--- src/rtl/ewmv_pkg.sv ---
// shared types, formats and codes of the ewma mean and variance scorer
package ewmv_pkg;

    // fixed-point formats
    localparam int FRAC_BITS = 16;           // fraction bits of sample, mean, variance, z
    localparam int DATA_W    = 32;
    localparam int WT_W      = 17;           // weight register, q0.16 with 1.0 allowed
    localparam int WT_BITS   = 16;           // fraction bits of the weight
    localparam logic [WT_W-1:0] WT_ONE        = 17'h1_0000;
    localparam logic [WT_W-1:0] WEIGHT_RESET  = 17'd1024;

    // shared multiplier and intermediate widths
    localparam int MUL_W  = 32;
    localparam int PROD_W = 2 * MUL_W;
    localparam int SQ_W   = PROD_W - 1 - FRAC_BITS;  // square of a 32-bit magnitude, rescaled
    localparam int AH_W   = SQ_W - WT_BITS;          // upper slice fed to the multiplier
    localparam int B_W    = SQ_W + 1;                // weighted terms
    localparam int MS_W   = 50;                      // signed mean sum before the shift
    localparam int V_W    = B_W + 2;                 // signed new variance before clamping

    // divider
    localparam int QUO_W     = DATA_W - 1;
    localparam int DIV_STEPS = QUO_W;
    localparam int DCNT_W    = 5;

    // configuration port
    localparam int CFG_AW = 3;
    localparam int CFG_DW = 32;
    typedef enum logic [0:0] {
        REG_WEIGHT = 1'b0
    } t_reg_idx;

    typedef struct packed {
        logic signed [DATA_W-1:0] sample;
        logic                     update;
        logic                     clear;
    } t_in_word;

    typedef struct packed {
        logic signed [DATA_W-1:0] z_score;
        logic signed [DATA_W-1:0] mean_out;
        logic [DATA_W-1:0]        variance_out;
        logic                     limited;
    } t_out_word;

    // one datapath operation per controller step
    typedef enum logic [3:0] {
        OP_NONE,
        OP_LOAD,
        OP_MU,
        OP_XW,
        OP_MSQ,
        OP_XSQ,
        OP_AHU,
        OP_ALU,
        OP_XHW,
        OP_XLW,
        OP_M2SQ,
        OP_VAR,
        OP_DXSQ,
        OP_DIVSET,
        OP_DIVSTEP,
        OP_OUT
    } t_op;

    typedef enum logic [3:0] {
        S_IDLE,
        S_MU,
        S_XW,
        S_MSQ,
        S_XSQ,
        S_AHU,
        S_ALU,
        S_XHW,
        S_XLW,
        S_M2SQ,
        S_VAR,
        S_DXSQ,
        S_DIVSET,
        S_DIV,
        S_OUT
    } t_state;

    typedef struct packed {
        t_op op;
    } t_cmd;

    typedef struct packed {
        logic div_skip;
        logic out_free;
    } t_stat;

endpackage

--- src/rtl/ewmv_regs.sv ---
// configuration register file with apb-style access
module ewmv_regs (
    input  logic                            i_clk,
    input  logic                            i_rst_n,
    input  logic                            psel,
    input  logic                            penable,
    input  logic                            pwrite,
    input  logic [ewmv_pkg::CFG_AW-1:0]     paddr,
    input  logic [ewmv_pkg::CFG_DW-1:0]     pwdata,
    output logic [ewmv_pkg::CFG_DW-1:0]     prdata,
    output logic                            pready,
    output logic [ewmv_pkg::WT_W-1:0]       o_weight
);

    logic [ewmv_pkg::WT_W-1:0] r_weight;
    logic                      w_hit;

    // byte address 4*i, index sits above the byte offset
    assign w_hit = (paddr[ewmv_pkg::CFG_AW-1] == ewmv_pkg::REG_WEIGHT);

    always_ff @(posedge i_clk) begin
        if (!i_rst_n) begin
            r_weight <= ewmv_pkg::WEIGHT_RESET;
        end else if (psel && penable && pwrite && w_hit) begin
            r_weight <= pwdata[ewmv_pkg::WT_W-1:0];
        end
    end

    always_comb begin
        prdata = '0;
        if (w_hit) begin
            prdata = {{(ewmv_pkg::CFG_DW - ewmv_pkg::WT_W){1'b0}}, r_weight};
        end
    end

    assign pready   = 1'b1;
    assign o_weight = r_weight;

endmodule

--- src/rtl/ewmv_ctrl.sv ---
// sequencing state machine of the scorer
module ewmv_ctrl (
    input  logic            i_clk,
    input  logic            i_rst_n,
    input  logic            i_in_valid,
    input  logic            i_in_update,
    input  ewmv_pkg::t_stat i_stat,
    output ewmv_pkg::t_cmd  o_cmd,
    output logic            o_in_stall
);

    ewmv_pkg::t_state                r_state, n_state;
    logic [ewmv_pkg::DCNT_W-1:0]     r_div_cnt, n_div_cnt;

    always_ff @(posedge i_clk) begin
        if (!i_rst_n) begin
            r_state   <= ewmv_pkg::S_IDLE;
            r_div_cnt <= '0;
        end else begin
            r_state   <= n_state;
            r_div_cnt <= n_div_cnt;
        end
    end

    // next state
    always_comb begin
        n_state   = r_state;
        n_div_cnt = r_div_cnt;
        case (r_state)
            ewmv_pkg::S_IDLE: begin
                if (i_in_valid) begin
                    n_state = i_in_update ? ewmv_pkg::S_MU : ewmv_pkg::S_DXSQ;
                end
            end
            ewmv_pkg::S_MU:   n_state = ewmv_pkg::S_XW;
            ewmv_pkg::S_XW:   n_state = ewmv_pkg::S_MSQ;
            ewmv_pkg::S_MSQ:  n_state = ewmv_pkg::S_XSQ;
            ewmv_pkg::S_XSQ:  n_state = ewmv_pkg::S_AHU;
            ewmv_pkg::S_AHU:  n_state = ewmv_pkg::S_ALU;
            ewmv_pkg::S_ALU:  n_state = ewmv_pkg::S_XHW;
            ewmv_pkg::S_XHW:  n_state = ewmv_pkg::S_XLW;
            ewmv_pkg::S_XLW:  n_state = ewmv_pkg::S_M2SQ;
            ewmv_pkg::S_M2SQ: n_state = ewmv_pkg::S_VAR;
            ewmv_pkg::S_VAR:  n_state = ewmv_pkg::S_DXSQ;
            ewmv_pkg::S_DXSQ: n_state = ewmv_pkg::S_DIVSET;
            ewmv_pkg::S_DIVSET: begin
                n_div_cnt = '0;
                n_state   = i_stat.div_skip ? ewmv_pkg::S_OUT : ewmv_pkg::S_DIV;
            end
            ewmv_pkg::S_DIV: begin
                if (r_div_cnt == ewmv_pkg::DCNT_W'(ewmv_pkg::DIV_STEPS - 1)) begin
                    n_state = ewmv_pkg::S_OUT;
                end else begin
                    n_div_cnt = r_div_cnt + 1'b1;
                end
            end
            ewmv_pkg::S_OUT: begin
                if (i_stat.out_free) begin
                    n_state = ewmv_pkg::S_IDLE;
                end
            end
            default: n_state = ewmv_pkg::S_IDLE;
        endcase
    end

    // outputs
    always_comb begin
        o_cmd.op = ewmv_pkg::OP_NONE;
        case (r_state)
            ewmv_pkg::S_IDLE:   o_cmd.op = i_in_valid ? ewmv_pkg::OP_LOAD : ewmv_pkg::OP_NONE;
            ewmv_pkg::S_MU:     o_cmd.op = ewmv_pkg::OP_MU;
            ewmv_pkg::S_XW:     o_cmd.op = ewmv_pkg::OP_XW;
            ewmv_pkg::S_MSQ:    o_cmd.op = ewmv_pkg::OP_MSQ;
            ewmv_pkg::S_XSQ:    o_cmd.op = ewmv_pkg::OP_XSQ;
            ewmv_pkg::S_AHU:    o_cmd.op = ewmv_pkg::OP_AHU;
            ewmv_pkg::S_ALU:    o_cmd.op = ewmv_pkg::OP_ALU;
            ewmv_pkg::S_XHW:    o_cmd.op = ewmv_pkg::OP_XHW;
            ewmv_pkg::S_XLW:    o_cmd.op = ewmv_pkg::OP_XLW;
            ewmv_pkg::S_M2SQ:   o_cmd.op = ewmv_pkg::OP_M2SQ;
            ewmv_pkg::S_VAR:    o_cmd.op = ewmv_pkg::OP_VAR;
            ewmv_pkg::S_DXSQ:   o_cmd.op = ewmv_pkg::OP_DXSQ;
            ewmv_pkg::S_DIVSET: o_cmd.op = ewmv_pkg::OP_DIVSET;
            ewmv_pkg::S_DIV:    o_cmd.op = ewmv_pkg::OP_DIVSTEP;
            ewmv_pkg::S_OUT:    o_cmd.op = ewmv_pkg::OP_OUT;
            default:            o_cmd.op = ewmv_pkg::OP_NONE;
        endcase
    end

    assign o_in_stall = (r_state != ewmv_pkg::S_IDLE);

endmodule

--- src/rtl/ewmv_datapath.sv ---
// statistics registers, shared multiplier, radix-2 divider and output register
module ewmv_datapath (
    input  logic                          i_clk,
    input  logic                          i_rst_n,
    input  ewmv_pkg::t_cmd                i_cmd,
    input  ewmv_pkg::t_in_word            i_in_word,
    input  logic [ewmv_pkg::WT_W-1:0]     i_weight,
    input  logic                          i_out_stall,
    output ewmv_pkg::t_stat               o_stat,
    output logic                          o_out_valid,
    output ewmv_pkg::t_out_word           o_out_word
);

    // item and statistics
    logic signed [ewmv_pkg::DATA_W-1:0]   r_x;
    logic signed [ewmv_pkg::DATA_W-1:0]   r_mean;
    logic [ewmv_pkg::DATA_W-1:0]          r_var;
    logic [ewmv_pkg::WT_W-1:0]            r_w;
    logic [ewmv_pkg::WT_W-1:0]            r_u;
    logic                                 r_lim;
    logic                                 r_dx_neg;

    // update intermediates
    logic [ewmv_pkg::PROD_W-1:0]          r_prod;
    logic signed [ewmv_pkg::MS_W-1:0]     r_acc;
    logic signed [ewmv_pkg::DATA_W-1:0]   r_m2;
    logic [ewmv_pkg::SQ_W-1:0]            r_a;
    logic [ewmv_pkg::SQ_W-1:0]            r_xs;
    logic [ewmv_pkg::B_W-1:0]             r_b;
    logic [ewmv_pkg::B_W-1:0]             r_c;

    // divider
    logic [ewmv_pkg::DATA_W-1:0]          r_rem;
    logic [ewmv_pkg::QUO_W-1:0]           r_dvd;
    logic [ewmv_pkg::QUO_W-1:0]           r_quo;

    // output register
    logic                                 r_out_valid;
    ewmv_pkg::t_out_word                  r_out;

    logic [ewmv_pkg::WT_W-1:0]            w_wsat;
    logic [ewmv_pkg::MUL_W-1:0]           w_m_mag, w_x_mag, w_m2_mag, w_dx_mag;
    logic signed [ewmv_pkg::DATA_W:0]     w_dx;
    logic [ewmv_pkg::DATA_W:0]            w_dx_abs;
    logic [ewmv_pkg::MUL_W-1:0]           w_opa, w_opb;
    logic [ewmv_pkg::PROD_W-1:0]          w_prod;
    logic                                 w_term_neg;
    logic [ewmv_pkg::MS_W-1:0]            w_term_mag;
    logic signed [ewmv_pkg::MS_W-1:0]     w_term;
    logic signed [ewmv_pkg::MS_W-1:0]     w_msum;
    logic [ewmv_pkg::SQ_W-1:0]            w_sq;
    logic [ewmv_pkg::V_W-1:0]             w_v;
    logic                                 w_v_neg;
    logic                                 w_v_ovf;
    logic                                 w_div_sat;
    logic [ewmv_pkg::DATA_W:0]            w_trial;
    logic                                 w_ge;
    logic [ewmv_pkg::DATA_W:0]            w_diff;
    logic [ewmv_pkg::DATA_W-1:0]          w_z;
    logic                                 w_out_free;

    assign w_wsat   = (i_weight > ewmv_pkg::WT_ONE) ? ewmv_pkg::WT_ONE : i_weight;

    assign w_m_mag  = r_mean[ewmv_pkg::DATA_W-1] ? ewmv_pkg::MUL_W'(-r_mean) : r_mean;
    assign w_x_mag  = r_x[ewmv_pkg::DATA_W-1] ? ewmv_pkg::MUL_W'(-r_x) : r_x;
    assign w_m2_mag = r_m2[ewmv_pkg::DATA_W-1] ? ewmv_pkg::MUL_W'(-r_m2) : r_m2;
    assign w_dx     = {r_x[ewmv_pkg::DATA_W-1], r_x} - {r_mean[ewmv_pkg::DATA_W-1], r_mean};
    assign w_dx_abs = w_dx[ewmv_pkg::DATA_W] ? (~w_dx + 1'b1) : w_dx;
    assign w_dx_mag = w_dx_abs[ewmv_pkg::MUL_W-1:0];

    // operand select of the shared multiplier
    always_comb begin
        w_opa = '0;
        w_opb = '0;
        case (i_cmd.op)
            ewmv_pkg::OP_MU: begin
                w_opa = w_m_mag;
                w_opb = ewmv_pkg::MUL_W'(r_u);
            end
            ewmv_pkg::OP_XW: begin
                w_opa = w_x_mag;
                w_opb = ewmv_pkg::MUL_W'(r_w);
            end
            ewmv_pkg::OP_MSQ: begin
                w_opa = w_m_mag;
                w_opb = w_m_mag;
            end
            ewmv_pkg::OP_XSQ: begin
                w_opa = w_x_mag;
                w_opb = w_x_mag;
            end
            ewmv_pkg::OP_AHU: begin
                w_opa = ewmv_pkg::MUL_W'(r_a[ewmv_pkg::SQ_W-1:ewmv_pkg::WT_BITS]);
                w_opb = ewmv_pkg::MUL_W'(r_u);
            end
            ewmv_pkg::OP_ALU: begin
                w_opa = ewmv_pkg::MUL_W'(r_a[ewmv_pkg::WT_BITS-1:0]);
                w_opb = ewmv_pkg::MUL_W'(r_u);
            end
            ewmv_pkg::OP_XHW: begin
                w_opa = ewmv_pkg::MUL_W'(r_xs[ewmv_pkg::SQ_W-1:ewmv_pkg::WT_BITS]);
                w_opb = ewmv_pkg::MUL_W'(r_w);
            end
            ewmv_pkg::OP_XLW: begin
                w_opa = ewmv_pkg::MUL_W'(r_xs[ewmv_pkg::WT_BITS-1:0]);
                w_opb = ewmv_pkg::MUL_W'(r_w);
            end
            ewmv_pkg::OP_M2SQ: begin
                w_opa = w_m2_mag;
                w_opb = w_m2_mag;
            end
            ewmv_pkg::OP_DXSQ: begin
                w_opa = w_dx_mag;
                w_opb = w_dx_mag;
            end
            default: begin
                w_opa = '0;
                w_opb = '0;
            end
        endcase
    end

    assign w_prod = ewmv_pkg::PROD_W'(w_opa) * ewmv_pkg::PROD_W'(w_opb);

    // signed m*u or x*w from the previous product, then the new mean
    assign w_term_neg = (i_cmd.op == ewmv_pkg::OP_XW) ? r_mean[ewmv_pkg::DATA_W-1]
                                                      : r_x[ewmv_pkg::DATA_W-1];
    assign w_term_mag = r_prod[ewmv_pkg::MS_W-1:0];
    assign w_term     = w_term_neg ? -$signed(w_term_mag) : $signed(w_term_mag);
    assign w_msum     = r_acc + w_term;

    // product rescaled by the fraction bits
    assign w_sq = r_prod[ewmv_pkg::PROD_W-2:ewmv_pkg::FRAC_BITS];

    // var' = b + c - mean'^2, wrapped in a signed word wide enough for both ends
    assign w_v     = ewmv_pkg::V_W'(r_b) + ewmv_pkg::V_W'(r_c) - ewmv_pkg::V_W'(w_sq);
    assign w_v_neg = w_v[ewmv_pkg::V_W-1];
    assign w_v_ovf = |w_v[ewmv_pkg::V_W-2:ewmv_pkg::DATA_W];

    // quotient would not fit in 31 bits
    assign w_div_sat = (r_prod[ewmv_pkg::PROD_W-1:ewmv_pkg::QUO_W] >= {1'b0, r_var});

    assign w_trial = {r_rem, r_dvd[ewmv_pkg::QUO_W-1]};
    assign w_ge    = (w_trial >= {1'b0, r_var});
    assign w_diff  = w_trial - {1'b0, r_var};

    assign w_z = r_dx_neg ? ewmv_pkg::DATA_W'(-{1'b0, r_quo}) : {1'b0, r_quo};

    assign w_out_free      = !r_out_valid || !i_out_stall;
    assign o_stat.out_free = w_out_free;
    assign o_stat.div_skip = (r_var == '0) || w_div_sat;

    // running statistics and output valid
    always_ff @(posedge i_clk) begin
        if (!i_rst_n) begin
            r_mean      <= '0;
            r_var       <= '0;
            r_out_valid <= 1'b0;
        end else begin
            if (i_cmd.op == ewmv_pkg::OP_LOAD && i_in_word.clear) begin
                r_mean <= '0;
                r_var  <= '0;
            end else if (i_cmd.op == ewmv_pkg::OP_VAR) begin
                r_mean <= r_m2;
                if (w_v_neg) begin
                    r_var <= '0;
                end else if (w_v_ovf) begin
                    r_var <= '1;
                end else begin
                    r_var <= w_v[ewmv_pkg::DATA_W-1:0];
                end
            end
            if (i_cmd.op == ewmv_pkg::OP_OUT && w_out_free) begin
                r_out_valid <= 1'b1;
            end else if (!i_out_stall) begin
                r_out_valid <= 1'b0;
            end
        end
    end

    // working registers
    always_ff @(posedge i_clk) begin
        r_prod <= w_prod;
        case (i_cmd.op)
            ewmv_pkg::OP_LOAD: begin
                r_x   <= i_in_word.sample;
                r_w   <= w_wsat;
                r_u   <= ewmv_pkg::WT_ONE - w_wsat;
                r_lim <= 1'b0;
            end
            ewmv_pkg::OP_XW:   r_acc <= w_term;
            ewmv_pkg::OP_MSQ:  r_m2  <= w_msum[ewmv_pkg::WT_BITS +: ewmv_pkg::DATA_W];
            ewmv_pkg::OP_XSQ:  r_a   <= ewmv_pkg::SQ_W'(r_var) + w_sq;
            ewmv_pkg::OP_AHU:  r_xs  <= w_sq;
            ewmv_pkg::OP_ALU:  r_b   <= r_prod[ewmv_pkg::B_W-1:0];
            ewmv_pkg::OP_XHW:  r_b   <= r_b + ewmv_pkg::B_W'(r_prod >> ewmv_pkg::WT_BITS);
            ewmv_pkg::OP_XLW:  r_c   <= r_prod[ewmv_pkg::B_W-1:0];
            ewmv_pkg::OP_M2SQ: r_c   <= r_c + ewmv_pkg::B_W'(r_prod >> ewmv_pkg::WT_BITS);
            ewmv_pkg::OP_VAR: begin
                if (w_v_neg || w_v_ovf) begin
                    r_lim <= 1'b1;
                end
            end
            ewmv_pkg::OP_DXSQ: r_dx_neg <= w_dx[ewmv_pkg::DATA_W];
            ewmv_pkg::OP_DIVSET: begin
                r_rem <= r_prod[ewmv_pkg::PROD_W-2:ewmv_pkg::QUO_W];
                r_dvd <= r_prod[ewmv_pkg::QUO_W-1:0];
                if (r_var == '0) begin
                    r_quo <= '0;
                end else if (w_div_sat) begin
                    r_quo <= '1;
                    r_lim <= 1'b1;
                end else begin
                    r_quo <= '0;
                end
            end
            ewmv_pkg::OP_DIVSTEP: begin
                r_rem <= w_ge ? w_diff[ewmv_pkg::DATA_W-1:0] : w_trial[ewmv_pkg::DATA_W-1:0];
                r_dvd <= {r_dvd[ewmv_pkg::QUO_W-2:0], 1'b0};
                r_quo <= {r_quo[ewmv_pkg::QUO_W-2:0], w_ge};
            end
            ewmv_pkg::OP_OUT: begin
                if (w_out_free) begin
                    r_out.z_score      <= w_z;
                    r_out.mean_out     <= r_mean;
                    r_out.variance_out <= r_var;
                    r_out.limited      <= r_lim;
                end
            end
            default: begin
            end
        endcase
    end

    assign o_out_valid = r_out_valid;
    assign o_out_word  = r_out;

endmodule

--- src/rtl/ewma_mean_variance_scorer_unit.sv ---
// top level of the exponentially weighted mean and variance scorer
//
// input channel: i_in_valid / o_in_stall carry one word {sample, update, clear}.
// a word is taken when i_in_valid is high and o_in_stall is low. clear zeroes
// mean and variance first, update then folds the sample in with the weight
// register, and the sample is scored against the resulting statistics.
// output channel: o_out_valid / i_out_stall return one word per input word:
// {z_score, mean_out, variance_out, limited}, held while i_out_stall is high.
// one word is in flight at a time. a word without update skips the update
// steps; a score with zero variance or a saturated score skips the divide.
// the next word can be taken in the cycle after its result is registered.
// the pace is set by the single shared 32x32 multiplier (ten steps of the
// update) and the radix-2 divider (one quotient bit a cycle).
// if the receiver stalls, the finished result waits in the controller until
// the output register frees, so a held output backs up the input side.
// reset (synchronous, active low) zeroes mean and variance, sets the weight
// register to 1024 and empties the output register.
// weight register at byte address 0 of the apb-style port, 17 bits, q0.16.
module ewma_mean_variance_scorer_unit (
    input  logic                          i_clk,
    input  logic                          i_rst_n,
    input  logic                          i_in_valid,
    output logic                          o_in_stall,
    input  ewmv_pkg::t_in_word            i_in_word,
    output logic                          o_out_valid,
    input  logic                          i_out_stall,
    output ewmv_pkg::t_out_word           o_out_word,
    input  logic                          psel,
    input  logic                          penable,
    input  logic                          pwrite,
    input  logic [ewmv_pkg::CFG_AW-1:0]   paddr,
    input  logic [ewmv_pkg::CFG_DW-1:0]   pwdata,
    output logic [ewmv_pkg::CFG_DW-1:0]   prdata,
    output logic                          pready
);

    logic [ewmv_pkg::WT_W-1:0] w_weight;
    ewmv_pkg::t_cmd            w_cmd;
    ewmv_pkg::t_stat           w_stat;

    ewmv_regs u_regs (
        .i_clk    (i_clk),
        .i_rst_n  (i_rst_n),
        .psel     (psel),
        .penable  (penable),
        .pwrite   (pwrite),
        .paddr    (paddr),
        .pwdata   (pwdata),
        .prdata   (prdata),
        .pready   (pready),
        .o_weight (w_weight)
    );

    ewmv_ctrl u_ctrl (
        .i_clk       (i_clk),
        .i_rst_n     (i_rst_n),
        .i_in_valid  (i_in_valid),
        .i_in_update (i_in_word.update),
        .i_stat      (w_stat),
        .o_cmd       (w_cmd),
        .o_in_stall  (o_in_stall)
    );

    ewmv_datapath u_datapath (
        .i_clk       (i_clk),
        .i_rst_n     (i_rst_n),
        .i_cmd       (w_cmd),
        .i_in_word   (i_in_word),
        .i_weight    (w_weight),
        .i_out_stall (i_out_stall),
        .o_stat      (w_stat),
        .o_out_valid (o_out_valid),
        .o_out_word  (o_out_word)
    );

    // one word in flight: a taken word blocks the input on the next cycle
    a_busy_after_accept: assert property (@(posedge i_clk) disable iff (!i_rst_n)
        (i_in_valid && !o_in_stall) |=> o_in_stall)
        else $error("input taken while a word is in flight");

    // zero variance scores as zero
    a_zero_var_zero_z: assert property (@(posedge i_clk) disable iff (!i_rst_n)
        (o_out_valid && (o_out_word.variance_out == '0)) |-> (o_out_word.z_score == '0))
        else $error("nonzero score with zero variance");

    // the score magnitude is capped below 2^31
    a_z_capped: assert property (@(posedge i_clk) disable iff (!i_rst_n)
        o_out_valid |-> (o_out_word.z_score != 32'sh8000_0000))
        else $error("score magnitude exceeds its cap");

endmodule

--- config.mk ---
export PLATFORM = sky130hd
export DESIGN_NAME = ewma_mean_variance_scorer_unit
export DESIGN_NICKNAME = d
export VERILOG_FILES = /design/src/rtl/ewmv_pkg.sv /design/src/rtl/ewmv_regs.sv /design/src/rtl/ewmv_ctrl.sv /design/src/rtl/ewmv_datapath.sv /design/src/rtl/ewma_mean_variance_scorer_unit.sv
export SDC_FILE = /design/constraint.sdc
export NUM_CORES = 2
export LEC_CHECK = 0
export ABC_AREA = 0
export BUFFER_PORTS_ARGS = -buffer_cell sky130_fd_sc_hd__buf_4
export CORE_ASPECT_RATIO = 0.6
export CORE_MARGIN = 3
export CORE_UTILIZATION = 59
export CTS_CLUSTER_DIAMETER = 80
export CTS_CLUSTER_SIZE = 14
export DETAILED_ROUTE_END_ITERATION = 10
export HOLD_SLACK_MARGIN = 0.1
export PLACE_DENSITY = 0.83
export SLEW_MARGIN = 20
export SYNTH_ARGS = -nofsm -noshare
export SYNTH_HDL_FRONTEND = slang
export SYNTH_SLANG_ARGS = --single-unit
--- constraint.sdc ---
create_clock -name i_clk -period 14.2 [get_ports i_clk]
set_clock_uncertainty 0.2 [all_clocks]
set_input_delay 0.71 -clock i_clk [delete_from_list [all_inputs] [get_ports i_clk]]
set_output_delay 0.71 -clock i_clk [all_outputs]
set_load 0.1 [all_outputs]
==> summary.txt <==
Max Slew Vio Count: 0
Int Power: 8.30 mW
RSZ-0062 raised after global routing: false
Total GRT Usage: 0.406
Mux cell area share after synthesis: 0.00508
CTS H-tree lvls: 2
Boundary Pins: 208
Clock root buffer: clkbuf_16
Largest family of logic cells by synthesized area: adder cells
Met2 routed WL: 106 mm
CP dominant cell by count: fa_1
Synth Area in Adders: 0.336
Sequential cell area: 19000 µm²
Number of hold violations in the final report: 0
M1 wire length: 113 mm
VDD IR-drop max: 0.279 mV
Critical Path Max Stage Delay: 0.97 ns
Largest net degree at the start of global routing: 93
First-pass GRT wire length: 426 mm
PwrDens: 216 nW/µm²
Via count: 69769
Switch share: 0.556
XOR/XNOR Fraction of Synth Area: 0.0542
Simple logic cell fraction of the synthesized area: 0.148
F_max: 73.3 MHz
Port Buffers: 174
Skew-Pair Late Insertion Delay: 0.69 ns
Area of the multi-input gates: 55000 µm²
Top Metal Used: met5
Status: finished, final reports clean
Setup crit end kind: register
Hold Path Class: in2reg
Netlist Area Pre-Place: 80300 µm²
Via/cell ratio: 6.39
Setup TNS Final: 0 ns
Detailed Routing Iterations Pass 1: 7
Wire length on met3: 55.9 mm
Net Sw Power: 10.4 mW
Dpl cells: 10756
Most common cell after layout, fill and taps aside: inv_1
Routed len/inst: 26.4 µm
CP arrival: 14.00 ns
Initial antenna violation count: 19
Clock sinks: 683
Starting DRT DRC Count: 10689
Gp weighted congestion: 1.08
Synthesized area per cell: 8.99 µm²
Non-Filler Instances: 10911
Asr flop ratio synth: 0
Congestion Overflow GR: 0
DRC violations left: 0
Most frequent cells in the layout: inv_1 (1378), nand2_1 (1023), fa_1 (948)
Nets: 10714
CTS Buf Count: 55
Leak pwr: 39.6 nW
Post-synth EDFFs: 528
Seq cells post-synth: 683
Data required, critical path: 14.56 ns
Drt total wl: 288 mm
Sequential power share: 0.163
Crit Path Category: reg2reg
Yosys cell types: 107
Worst R2R Setup Slack: 0.56 ns
Clk buf depth: 3
CTS tree: built
Die Height: 292 µm
Max-Cap Viols: 0
Fill cell count: 10921
Seq/Total Area, Yosys: 0.236
Yosys Warn Count: 0
Worst setup margin: 0.557 ns
Comb pwr share: 0.754
Synth Instances: 8932
Critical path launch point type: register
Relative slew slack: 0.152
Fin crit period: 13.64 ns
Worst-path fanout max: 16
Rows: 104
Die X: 482 µm
Core box area: 135000 µm²
Worst-path clk slew: 0.07 ns
Top FF cell, synth: edfxtp_1
Die area: 141000 µm²
HPWL Detailed: 227 mm
Final worst-path cycle share: 0.961
Pre-CTS setup slack: 1.02 ns
Vias in the first global route: 67348
Fin util: 0.642
Initial core utilization: 0.597
Post-route ant nets: 0
Setup violators final: 0
Worst Tran Pin Value: 1.27 ns
Compound-Gate Fraction of Synth Area: 0.136
Clock power frac: 0.083
Ratio of cells with drive above 1 in the final layout: 0.0658
Area Overhead vs Synth: 7.67%
CP max stage cell: or3_1
[logic make-up after synthesis]
group,count (synthesis)
xor gates and xnor gates,496
other,2
and+or+nand+nor,2646
adders and majority gates,1584
buffers and inverters,1774
muxes,40
AOI/OAI and AO/OA,1707
DFF,683
[what timing repair did]
item | in CTS | in global routing
gates resized for setup | 0 | 0
endpoints found under the hold margin | 43 | 0
hold buffers | 43 | 0
setup buffers | 0 | 0
[worst paths after layout]
kind | start | endpoint | cells past startpoint
max reg2reg | u_datapath.r_mean[4] | u_datapath.r_prod[62] | 39
min reg2reg | u_datapath.r_lim | u_datapath.o_out_word[0] | 0
min | pwdata[6] | u_regs.o_weight[6] | 3
max | u_datapath.r_mean[4] | u_datapath.r_prod[62] | 39
[synthesized netlist by cell type, drive strengths merged (33+ instances only)]
| cell | instances | share of area |
|---|---|---|
| a211oi | 40 | 0.0040 |
| a21o | 204 | 0.019 |
| a21oi | 430 | 0.027 |
| a31oi | 48 | 0.0038 |
| and2 | 72 | 0.0056 |
| and3 | 46 | 0.0036 |
| buf | 85 | 0.0056 |
| clkbuf | 304 | 0.014 |
| dfxtp | 155 | 0.039 |
| edfxtp | 528 | 0.20 |
| fa | 948 | 0.24 |
| ha | 636 | 0.099 |
| inv | 1380 | 0.065 |
| mux2i | 37 | 0.0047 |
| nand2 | 1026 | 0.048 |
| nand2b | 78 | 0.0061 |
| nand3 | 103 | 0.0065 |
| nand4 | 71 | 0.0055 |
| nor2 | 826 | 0.039 |
| nor2b | 94 | 0.0073 |
| nor3 | 121 | 0.0080 |
| nor4 | 51 | 0.0047 |
| o21a | 49 | 0.0046 |
| o21ai | 474 | 0.030 |
| o21bai | 54 | 0.0051 |
| o22ai | 33 | 0.0026 |
| o31ai | 68 | 0.0065 |
| or2 | 33 | 0.0026 |
| or3 | 46 | 0.0037 |
| or4 | 39 | 0.0038 |
| xnor2 | 348 | 0.038 |
| xor2 | 148 | 0.016 |
[cell type report]
type,count,area share
Tap cell,1802,0.0261
Multi-Input combinational cell,6489,0.636
Inverter,1385,0.0602
Clock inverter,4,0.000492
Sequential cell,683,0.219
Clock buffer,98,0.0182
Timing Repair Buffer,440,0.0396
Antenna cell,10,0.000290
[power groups by stage]
| stage | clock network (mW) | registers, mW | logic [mW] |
|---|---|---|---|
| after floorplan | 0 | 2.96 | 8.92 |
| after global placement | 0 | 3.04 | 13.0 |
| after detailed placement | 0 | 3.05 | 13.4 |
| after CTS | 1.54 | 3.00 | 13.5 |
| after global routing | 1.62 | 3.04 | 15.1 |
| final | 1.56 | 3.04 | 14.1 |
[per-layer routing]
layer | vias up | global-route usage
met2 | 5391 | 0.513
met5 | - | 0.00836
met1 | 33899 | 0.582
met4 | 28 | 0.139
met3 | 764 | 0.219
li1 | 29687 | -
[state kept, by name, summed over array words and instances, names as in the netlist, 47 cells and up]
| name | flops |
|---|---|
| u_datapath.r_acc | 48 |
| u_datapath.o_out_word | 97 |
| u_datapath.r_prod | 64 |
| u_datapath.r_c | 48 |
| u_datapath.r_a | 47 |
| u_datapath.r_b | 48 |
| u_datapath.r_xs | 47 |
[critical path, delay by kind of cell (launching register included)]
family,cells,cell delay [ns]
adders and majority gates,10,4.90
AOI/OAI and AO/OA,13,3.77
and+or+nand+nor,6,2.66
xor gates and xnor gates,2,0.35
buffers and inverters,8,1.13
DFF,1,0.50
[per-stage QoR]
stage,hold WS [ns],power (mW),area [µm²]
final,0.108,18.7,86400
after global routing,0.100,19.7,86400
after global placement,0.255,16.0,84300
after detailed placement,0.259,16.4,84300
after floorplan,0.200,11.9,80300
after CTS,0.100,18.0,86400
No activity file was read; power rests on OpenSTA's default activity.
